==> config.mk <==
export PLATFORM = sky130hd
export DESIGN_NAME = numeric_literal_parser_top
export DESIGN_NICKNAME = d
export VERILOG_FILES = /design/src/rtl/nlp_pkg.sv /design/src/rtl/numeric_literal_parser_top.sv
export SDC_FILE = /design/constraint.sdc
export NUM_CORES = 1
export LEC_CHECK = 0
export CAP_MARGIN = 20
export CORE_ASPECT_RATIO = 0.8
export CORE_MARGIN = 2
export CORE_UTILIZATION = 45
export DETAILED_ROUTE_END_ITERATION = 10
export DONT_BUFFER_PORTS = 1
export GPL_TIMING_DRIVEN = 0
export PLACE_DENSITY = 0.71
export SYNTH_ARGS = -nofsm -noshare
export SYNTH_HDL_FRONTEND = slang
export SYNTH_SLANG_ARGS = --single-unit
==> constraint.sdc <==
create_clock -name aclk -period 7.4 [get_ports aclk]
set_clock_uncertainty 0.1 [all_clocks]
set_input_delay 0.74 -clock aclk [delete_from_list [all_inputs] [get_ports aclk]]
set_output_delay 0.74 -clock aclk [all_outputs]
set_load 0.02 [all_outputs]
==> src/rtl/nlp_pkg.sv <==
// Shared constants and helpers for the numeric literal parser.
// No dependencies.
package nlp_pkg;

    localparam int CHAR_W  = 8;
    localparam int VALUE_W = 64;
    localparam int DIGIT_W = 5;

    // Character codes
    localparam logic [CHAR_W-1:0] CH_MINUS   = 8'h2D;  // '-'
    localparam logic [CHAR_W-1:0] CH_ZERO    = 8'h30;  // '0'
    localparam logic [CHAR_W-1:0] CH_NINE    = 8'h39;  // '9'
    localparam logic [CHAR_W-1:0] CH_LOWER_A = 8'h61;  // 'a'
    localparam logic [CHAR_W-1:0] CH_LOWER_F = 8'h66;  // 'f'
    localparam logic [CHAR_W-1:0] CH_UPPER_A = 8'h41;  // 'A'
    localparam logic [CHAR_W-1:0] CH_UPPER_F = 8'h46;  // 'F'
    localparam logic [CHAR_W-1:0] CH_LOWER_X = 8'h78;  // 'x'
    localparam logic [CHAR_W-1:0] CH_UPPER_X = 8'h58;  // 'X'
    localparam logic [CHAR_W-1:0] CH_SUF_HEX = 8'h68;  // 'h'
    localparam logic [CHAR_W-1:0] CH_SUF_BIN = 8'h62;  // 'b'
    localparam logic [CHAR_W-1:0] CH_SUF_DEC = 8'h64;  // 'd'

    // Digit value meaning "no digit in any radix"
    localparam logic [DIGIT_W-1:0] DIGIT_NONE = 5'd16;

    // Radix validity bit positions
    localparam int VALID_HEX = 0;
    localparam int VALID_DEC = 1;
    localparam int VALID_BIN = 2;

    // Saturation limit for the 2-bit counters
    localparam logic [1:0] CNT_MAX = 2'd3;

    typedef logic [VALUE_W-1:0] value_t;

    // Digit value of a byte, DIGIT_NONE for non-digits
    function automatic logic [DIGIT_W-1:0] digit_value(input logic [CHAR_W-1:0] c);
        logic [DIGIT_W-1:0] d;
        d = DIGIT_NONE;
        if (c >= CH_ZERO && c <= CH_NINE) begin
            d = DIGIT_W'(c - CH_ZERO);
        end else if (c >= CH_LOWER_A && c <= CH_LOWER_F) begin
            d = DIGIT_W'(c - CH_LOWER_A + 8'd10);
        end else if (c >= CH_UPPER_A && c <= CH_UPPER_F) begin
            d = DIGIT_W'(c - CH_UPPER_A + 8'd10);
        end
        return d;
    endfunction

endpackage

==> src/rtl/numeric_literal_parser_top.sv <==
// Numeric literal parser: one token character per beat, one result per token.
// Depends on nlp_pkg.
//
//  Channel | Dir | tdata            | tuser         | tlast
//  s_      | in  | [7:0] character  | -             | last_char
//  m_      | out | [63:0] number_value | [0] is_number | -
//
// One character per cycle sustained, except while a final character waits on a
// full, stalled output. Each beat is captured in an input register, then the
// radix accumulators and the result are computed in one pass and a result beat
// lands in the output register on the final character, as that character leaves
// the input register. Reset clears all token state and empties both registers.
// A stalled output only holds the pipe when a final character waits behind it.
module numeric_literal_parser_top
    import nlp_pkg::*;
(
    input  logic               aclk,
    input  logic               aresetn,
    input  logic               s_tvalid,
    output logic               s_tready,
    input  logic [CHAR_W-1:0]  s_tdata,   // [7:0] character
    input  logic               s_tlast,   // last_char
    output logic               m_tvalid,
    input  logic               m_tready,
    output logic [VALUE_W-1:0] m_tdata,   // [63:0] number_value
    output logic               m_tuser    // [0] is_number
);

    // Input register
    logic              in_valid_reg;
    logic [CHAR_W-1:0] in_char_reg;
    logic              in_last_reg;

    // Token state
    value_t     acc_hex_reg, acc_hex_next;
    value_t     acc_dec_reg, acc_dec_next;
    value_t     acc_bin_reg, acc_bin_next;
    logic [2:0] radix_valid_reg, radix_valid_next;
    logic [1:0] char_pos_reg, char_pos_next;
    logic [1:0] digit_count_reg, digit_count_next;
    logic       neg_reg, neg_next;
    logic       hex_prefix_reg, hex_prefix_next;

    // Output register
    logic   out_valid_reg;
    value_t out_value_reg;
    logic   out_ok_reg;

    logic               advance;
    logic [DIGIT_W-1:0] d;
    logic               is_sign, is_prefix;
    logic [1:0]         prefix_pos;
    value_t             hex_step, dec_step, bin_step;
    logic               res_ok;
    value_t             res_raw, res_value;

    // Pipe moves unless a final character waits on a full, stalled output
    assign advance  = in_valid_reg && (!in_last_reg || !out_valid_reg || m_tready);
    assign s_tready = !in_valid_reg || advance;

    always_ff @(posedge aclk) begin
        if (!aresetn) begin
            in_valid_reg <= 1'b0;
        end else if (s_tready) begin
            in_valid_reg <= s_tvalid;
        end
        if (s_tready && s_tvalid) begin
            in_char_reg <= s_tdata;
            in_last_reg <= s_tlast;
        end
    end

    // Character classification
    assign d          = digit_value(in_char_reg);
    assign prefix_pos = neg_reg ? 2'd2 : 2'd1;
    assign is_sign    = (char_pos_reg == 2'd0) && (in_char_reg == CH_MINUS);
    assign is_prefix  = !hex_prefix_reg
                        && (in_char_reg == CH_LOWER_X || in_char_reg == CH_UPPER_X)
                        && (char_pos_reg == prefix_pos) && (digit_count_reg == 2'd1)
                        && radix_valid_reg[VALID_DEC] && (acc_dec_reg == '0);

    // One-digit steps of each accumulator
    assign hex_step = {acc_hex_reg[VALUE_W-5:0], d[3:0]};
    assign dec_step = {acc_dec_reg[VALUE_W-4:0], 3'b000}
                    + {acc_dec_reg[VALUE_W-2:0], 1'b0}
                    + VALUE_W'(d[3:0]);
    assign bin_step = {acc_bin_reg[VALUE_W-2:0], d[0]};

    // Next token state
    always_comb begin
        acc_hex_next     = acc_hex_reg;
        acc_dec_next     = acc_dec_reg;
        acc_bin_next     = acc_bin_reg;
        radix_valid_next = radix_valid_reg;
        char_pos_next    = char_pos_reg;
        digit_count_next = digit_count_reg;
        neg_next         = neg_reg;
        hex_prefix_next  = hex_prefix_reg;
        if (in_last_reg) begin
            // back to reset state for the next token
            acc_hex_next     = '0;
            acc_dec_next     = '0;
            acc_bin_next     = '0;
            radix_valid_next = 3'b111;
            char_pos_next    = 2'd0;
            digit_count_next = 2'd0;
            neg_next         = 1'b0;
            hex_prefix_next  = 1'b0;
        end else begin
            if (is_sign) begin
                neg_next = 1'b1;
            end else if (is_prefix) begin
                hex_prefix_next  = 1'b1;
                acc_hex_next     = '0;
                radix_valid_next = 3'b000;
                radix_valid_next[VALID_HEX] = 1'b1;
                digit_count_next = 2'd0;
            end else begin
                if (d < 5'd16) acc_hex_next = hex_step;
                else           radix_valid_next[VALID_HEX] = 1'b0;
                if (d < 5'd10) acc_dec_next = dec_step;
                else           radix_valid_next[VALID_DEC] = 1'b0;
                if (d < 5'd2)  acc_bin_next = bin_step;
                else           radix_valid_next[VALID_BIN] = 1'b0;
                if (digit_count_reg != CNT_MAX) begin
                    digit_count_next = digit_count_reg + 2'd1;
                end
            end
            if (char_pos_reg != CNT_MAX) begin
                char_pos_next = char_pos_reg + 2'd1;
            end
        end
    end

    // Radix decision on the final character
    always_comb begin
        res_ok  = 1'b0;
        res_raw = '0;
        if (is_sign || is_prefix) begin
            res_ok = 1'b0;
        end else if (hex_prefix_reg) begin
            res_ok  = radix_valid_reg[VALID_HEX] && (d < 5'd16);
            res_raw = hex_step;
        end else begin
            case (in_char_reg)
                CH_SUF_HEX: begin
                    res_ok  = (digit_count_reg != 2'd0) && radix_valid_reg[VALID_HEX];
                    res_raw = acc_hex_reg;
                end
                CH_SUF_BIN: begin
                    res_ok  = (digit_count_reg != 2'd0) && radix_valid_reg[VALID_BIN];
                    res_raw = acc_bin_reg;
                end
                CH_SUF_DEC: begin
                    res_ok  = (digit_count_reg != 2'd0) && radix_valid_reg[VALID_DEC];
                    res_raw = acc_dec_reg;
                end
                default: begin
                    res_ok  = radix_valid_reg[VALID_DEC] && (d < 5'd10);
                    res_raw = dec_step;
                end
            endcase
        end
        if (!res_ok)      res_value = '0;
        else if (neg_reg) res_value = '0 - res_raw;
        else              res_value = res_raw;
    end

    // Token state registers
    always_ff @(posedge aclk) begin
        if (!aresetn) begin
            acc_hex_reg     <= '0;
            acc_dec_reg     <= '0;
            acc_bin_reg     <= '0;
            radix_valid_reg <= 3'b111;
            char_pos_reg    <= 2'd0;
            digit_count_reg <= 2'd0;
            neg_reg         <= 1'b0;
            hex_prefix_reg  <= 1'b0;
        end else if (advance) begin
            acc_hex_reg     <= acc_hex_next;
            acc_dec_reg     <= acc_dec_next;
            acc_bin_reg     <= acc_bin_next;
            radix_valid_reg <= radix_valid_next;
            char_pos_reg    <= char_pos_next;
            digit_count_reg <= digit_count_next;
            neg_reg         <= neg_next;
            hex_prefix_reg  <= hex_prefix_next;
        end
    end

    // Result register
    always_ff @(posedge aclk) begin
        if (!aresetn) begin
            out_valid_reg <= 1'b0;
        end else if (advance && in_last_reg) begin
            out_valid_reg <= 1'b1;
        end else if (m_tready) begin
            out_valid_reg <= 1'b0;
        end
        if (advance && in_last_reg) begin
            out_value_reg <= res_value;
            out_ok_reg    <= res_ok;
        end
    end

    assign m_tvalid = out_valid_reg;
    assign m_tdata  = out_value_reg;
    assign m_tuser  = out_ok_reg;

endmodule

==> flow_summary.yaml, run 1 <==
pwr:
  p_leak_nw: 8.25
  power.density_nw_per_um2: 159
  ir_drop_v: 0.000236
global_route:
  grt_pass1_wl_mm: 137
  grt_pass1_vias: 19900
  grt_usage_pct: 38.1
  grt_max_degree: 41
  antenna_found_initial: 0
  grt_overflow: 0
floorplan:
  num_rows: 71
  die_area_um2: 49000
  initial_core_util_pct: 45.4
  die_w_um: 247
  io_pins: 80
  coreArea_um2: 46800
  die_y_um: 198
sta:
  hold_viol: 0
  hold_slack_ns: 0.108
  fin_crit_sh_pct: 98.7
  setup-violations-final: 0
  worstMarginPinSlew_ns: 1.29
  relSlewSlack_pct: 12.7
  max_freq_mhz: 137
  fin_ws_ns: 0.0989
  finalMaxSlewViolations: 0
  period_needed_ns: 7.30
placed_design:
  place.gp.congestion: 1.05
  dp_hpwl_mm: 76.4
  io_buffers: 0
  place_ws_ns: -0.691
  placedCellCount: 3248
route:
  viasPerCell: 6.75
  wirelength_mm: 96.3
  drtIter0Drc: 3090
  num_vias: 22400
  firstDrtPassIters: 7
  ant_nets: 0
  drc_errors: 0
  wl_per_cell_um: 29.0
setup_path:
  end_kind: "flip-flop"
  r2r-end: "m_tdata[63]"
  required_ns: 7.76
  cp.arrival_ns: 7.66
  crit_slowest_cell: "o31ai_1"
  startpoint_type: "flip-flop"
  r2r-start: "in_char_reg[0]"
  rr_worst_depth: 23
  ff2ff_setup_slack_ns: 0.1
  crit_type: "flip-flop to flip-flop"
  slowest_delay_ns: 0.76
  crit_chain: "inv_1 -> ha_1 -> buf_2 -> nor3b_4 -> a311oi_4 -> nor2_1 -> inv_1 -> a21o_1 -> ha_1 -> nor2b_1 -> o2111ai_1 -> a2111o_2 -> a2111oi_4 -> buf_4 -> buf_4 -> o31ai_1 -> and2_1 -> mux2i_1 -> nand2_1 -> or2_2 -> nor3_1 -> nand3b_1 -> o2111a_1"
  cp_max_fo: 9
clocking:
  clock_latency_ns: 0.63
  cts_tree: "yes"
  h-tree-depth: 1
  holdBufCountCts: 0
  cts-root-buf: "clkbuf_16"
  numCtsBuffers: 30
  clkSlewWorstSetupHoldPaths_ns: 0.06
  cts_buffer_depth: 3
  cts_sinks: 277
logic_synthesis:
  synth-edff-count: 74
  synth_common_cells: "a21oi_1 (259), dfxtp_1 (203), nor2b_1 (200)"
  yosys-top-cells-area: "dfxtp_1 (19%), edfxtp_1 (10%), ha_1 (7.8%)"
  synth_top_area_share_pct: 19.1
  synth_seq_area_share_pct: 29.6
  synth_largest_area_cell: "dfxtp_1"
  ys_ff_latch: 277
  synthCells: 2623
  yosysMostFrequentCell: "a21oi_1"
  yosysWarnings: 0
  ys_async_sr_fraction_pct: 0
  ys.flop_type: "dfxtp_1"
  synthDistinctLibCells: 106
  syn_area_per_cell_um2: 8.11
  synth.net_count: 2770
  netlist_area_um2: 21300
final_layout:
  drive_above_1_share_pct: 6.61
  fin_util_pct: 50.1
  stdcell_count: 3314
  area_growth_pct: 10.3
  finalNetCount: 2817
  insertedDiodeCount: 0
outcome:
  status: "finished, final reports clean"
hold_path:
  holdPathStages: 0
  hold_path_startpoint: "s_tlast"
  min_to: "in_last_reg"
  holdCritPathClass: "primary input to flip-flop"
flow_run:
  maxCapViolCount: 0
timing repair:
item,in CTS,in global routing
resized for setup,12,21
pin swaps,2,4
setup endpoints to repair,37,28
buffers inserted,5,5
final cells by class:
type | count | area, µm²
Clock inverter | 12 | 238
Timing Repair Buffer | 16 | 140
Fill cell | 4524 | 23400
Sequential cell | 277 | 6290
Multi-Input combinational cell | 2103 | 14200
Buffer | 195 | 802
Tap cell | 620 | 776
Inverter | 47 | 176
Clock buffer | 44 | 887
stage by stage:
step	power, mW	TNS, ns	instance area, µm²
2_1_floorplan	1.87	0	21300
3_3_place_gp	2.01	-19.41	22000
3_5_place_dp	2.01	-11.32	22100
4_1_cts	3.70	0	23300
5_1_grt	3.80	-0.145	23500
6_report	3.72	0	23500
placed cells by master (no fill, tap or decap), drive strengths merged, types with 77 or more instances in the layout:
master / Yosys / final
nor3: 77 / 77
nand2: 167 / 167
nor2b: 200 / 200
o21ai: 131 / 131
clkbuf: 141 / 187
a22oi: 123 / 123
nor2: 189 / 189
a21oi: 259 / 259
dfxtp: 203 / 203
ha: 133 / 133
layer usage:
layer	global-route usage, %	wire [µm]	share of wire, %	up-vias
li1	-	-	-	9914
met1	56.1	41800	43	10700
met2	51.1	36300	38	1532
met3	13.0	14400	15	185
met4	12.5	3750	3.9	0
met5	0	0	0	-
logic make-up after synthesis:
kind of cell,synth area share (%)
DFF,29.6
AOI/OAI and AO/OA,26.7
buffers and inverters,4.60
adders and majority gates,7.92
xor gates and xnor gates,4.16
and+or+nand+nor,25.6
muxes,1.39
how the worst max path moves through the flow:
stage	end	startpoint	slack (ns)
after detailed placement	m_tdata[58]	in_char_reg[7]	-0.69
after CTS	m_tdata[58]	in_char_reg[7]	0.02
final	m_tdata[63]	in_char_reg[0]	0.1
after global placement	m_tdata[58]	in_char_reg[6]	-1.07
after floorplan	m_tdata[58]	in_char_reg[7]	1.39
after global routing	m_tdata[55]	in_char_reg[0]	-0.06
where the power goes:
group | internal (mW) | leakage [nW] | total [mW] | switching (mW)
Sequential | 1.57 | 2.31 | 1.60 | 0.0269
Combinational | 0.118 | 5.39 | 0.419 | 0.301
Clock | 1.01 | 0.551 | 1.70 | 0.692
Total | 2.70 | 8.25 | 3.72 | 1.02
critical path, delay by kind of cell (launching register included):
family                     cells  cell delay, ns
AOI/OAI and AO/OA              7            2.24
and+or+nand+nor                8            2.20
DFF                            1            0.46
adders and majority gates      2            0.51
buffers and inverters          5            0.98
muxes                          1            0.62
No activity file was read; power rests on OpenSTA's default activity.
==> run 2: changes to the inputs <==
--- a/config.mk
+++ b/config.mk
@@ -5,6 +5,7 @@
 export SDC_FILE = /design/constraint.sdc
 export NUM_CORES = 1
 export LEC_CHECK = 0
+export ABC_AREA = 1
 export CAP_MARGIN = 20
 export CORE_ASPECT_RATIO = 0.8
 export CORE_MARGIN = 2
@@ -12,6 +13,7 @@
 export DETAILED_ROUTE_END_ITERATION = 10
 export DONT_BUFFER_PORTS = 1
 export GPL_TIMING_DRIVEN = 0
+export HOLD_SLACK_MARGIN = 0.02
 export PLACE_DENSITY = 0.71
 export SYNTH_ARGS = -nofsm -noshare
 export SYNTH_HDL_FRONTEND = slang
==> run 2 against run 1 <==
Compared with the run above:
- maximum frequency grew 30%
- non-clock buffer count shrank 83
- critical path depth grew 8
- global-route usage shrank 8.0 points
- synthesized cell count grew 32%
- clock power shrank 20%
- sequential power is essentially flat
- utilization shrank 1.1 points
- register-to-register slack gained 1.7 ns
- sequential cell count is the same
==> flow_summary.yaml, run 2 <==
outcome:
  status: "finished, final reports clean"
logic_synthesis:
  yosys-top-cells-area: "nand2_1 (21%), dfxtp_1 (19%), edfxtp_1 (10%)"
  synth_seq_area_share_pct: 29.3
  syn_area_per_cell_um2: 6.18
  netlist_area_um2: 21500
  synthDistinctLibCells: 58
  synth.net_count: 3621
  ys.flop_type: "dfxtp_1"
  synthCells: 3474
  ys_ff_latch: 277
  synth_top_area_share_pct: 20.5
  yosysWarnings: 0
  yosysMostFrequentCell: "nand2_1"
  synth_common_cells: "nand2_1 (1175), inv_1 (425), nor2_1 (357)"
  ys_async_sr_fraction_pct: 0
  synth_largest_area_cell: "nand2_1"
  synth-edff-count: 74
route:
  num_vias: 22700
  wirelength_mm: 75.8
  wl_per_cell_um: 18.3
  drtIter0Drc: 2741
  viasPerCell: 5.49
  ant_nets: 0
  firstDrtPassIters: 8
  drc_errors: 0
clocking:
  cts-root-buf: "clkbuf_16"
  holdBufCountCts: 0
  postCtsSetupBuffers: 0
  clkSlewWorstSetupHoldPaths_ns: 0.07
  cts_tree: "yes"
  cts_buffer_depth: 3
  cts_sinks: 277
  h-tree-depth: 1
  numCtsBuffers: 25
  clock_latency_ns: 0.57
  cts_repair_resize_count: 0
sta:
  timing.setup.tns_ns: 0
  relSlewSlack_pct: 27.6
  period_needed_ns: 5.63
  hold_slack_ns: 0.169
  fin_crit_sh_pct: 76.1
  grt_setup_unrepaired: "false"
  finalMaxSlewViolations: 0
  hold_viol: 0
  setup-violations-final: 0
  max_freq_mhz: 178
  worstMarginPinSlew_ns: 1.09
final_layout:
  regArea_um2: 6290
  fin_area_um2: 23100
  mostFrequentLayoutCells: "nand2_1 (1175), inv_1 (424), nor2_1 (357)"
  area_growth_pct: 7.58
  drive_above_1_share_pct: 5.00
  mostFrequentLayoutCell: "nand2_1"
  finalNetCount: 3649
  insertedDiodeCount: 0
  multi_input_area_um2: 12900
  fill_cells: 4933
setup_path:
  crit_top_cell: "nand2_1"
  crit_type: "flip-flop to flip-flop"
  required_ns: 7.60
  slowest_delay_ns: 0.42
  crit_slowest_cell: "fa_1"
  cp_max_fo: 6
  cp.arrival_ns: 5.83
  startpoint_type: "flip-flop"
  end_kind: "flip-flop"
floorplan:
  die_area_um2: 49500
  initial_core_util_pct: 45.6
  coreArea_um2: 47100
  die_y_um: 199
  die_w_um: 248
  io_pins: 80
  num_rows: 71
pwr:
  finalPower_mw: 3.40
  ir_drop_v: 0.000158
  power.density_nw_per_um2: 147
  p_leak_nw: 11.2
global_route:
  grt_pass1_vias: 20500
  grt_overflow: 0
  grt_pass1_wl_mm: 115
  grt_max_degree: 48
  grt_usage_pct: 30.1
  antenna_found_initial: 2
placed_design:
  io_buffers: 0
  place_area_um2: 22300
  place.gp.congestion: 1.03
  dp_hpwl_mm: 61.6
flow_run:
  maxCapViolCount: 0
hold_path:
  holdCritPathClass: "primary input to flip-flop"
[run 2: changes by cell type in the layout (fill, tap and decap cells not counted), moves of 123 or more]
cell	change
nand2_1	+1008
inv_1	+380
nand3_1	+202
nor2b_1	-200
nor2_1	+169
a22oi_1	-123
[run 2: routing by layer]
metal	track usage [%]	up-vias	wire, µm	part of all wire, %
met1	43.6	10300	34300	45
met2	45.0	1003	31400	41
met3	6.29	123	7960	11
li1	-	11300	-	-
met4	8.22	2	2140	2.8
met5	0	-	11	0.015
[run 2: layout make-up]
| class | instances | share of cell area [%] |
|---|---|---|
| Multi-Input combinational cell | 2627 | 55.9 |
| Sequential cell | 277 | 27.2 |
| Inverter | 443 | 7.22 |
| Tap cell | 620 | 3.36 |
| Clock buffer | 32 | 3.00 |
| Buffer | 127 | 2.65 |
| Clock inverter | 14 | 0.601 |
| Timing Repair Buffer | 1 | 0.0867 |
[run 2: cell families after synthesis]
group           share of synthesized area [%]
compound gates                           13.9
simple gates                             37.8
xor+xnor                                0.571
flops                                    29.3
buf+inv                                  10.6
fa+ha+maj                                7.85
[run 2: metrics by stage]
| step | instances | worst slack, ns | util (%) |
|---|---|---|---|
| final | 4141 | 1.77 | 49.1 |
| after global routing | 4141 | 1.32 | 49.1 |
| after CTS | 4141 | 1.94 | 49.1 |
| after detailed placement | 4095 | 1.97 | 47.3 |
| after global placement | 4094 | 2.03 | 47.2 |
| after floorplan | 3474 | 3.06 | - |
[run 2: final timing paths]
path                        start              end  slack, ns  cells past startpoint
setup / recovery   in_char_reg[0]      m_tdata[63]       1.77                     31
hold / removal         s_tdata[1]   in_char_reg[1]       0.17                      0
setup reg to reg   in_char_reg[0]      m_tdata[63]       1.77                     31
hold reg to reg   acc_hex_reg[60]  acc_hex_reg[60]       0.37                      2
[run 2: worst max-delay path: cells and delay by family (launching register included)]
| kind | cells | cell delay [ns] |
|---|---|---|
| AOI/OAI and AO/OA | 1 | 0.17 |
| buffers and inverters | 4 | 0.36 |
| adders and majority gates | 4 | 1.16 |
| and+or+nand+nor | 22 | 3.16 |
| DFF | 1 | 0.40 |
[run 2: power by group]
part           switching, mW  total [mW]  internal (mW)
registers             0.0276        1.61           1.58
logic                  0.316       0.429          0.112
clock network          0.627        1.36          0.738
total                  0.971        3.40           2.43
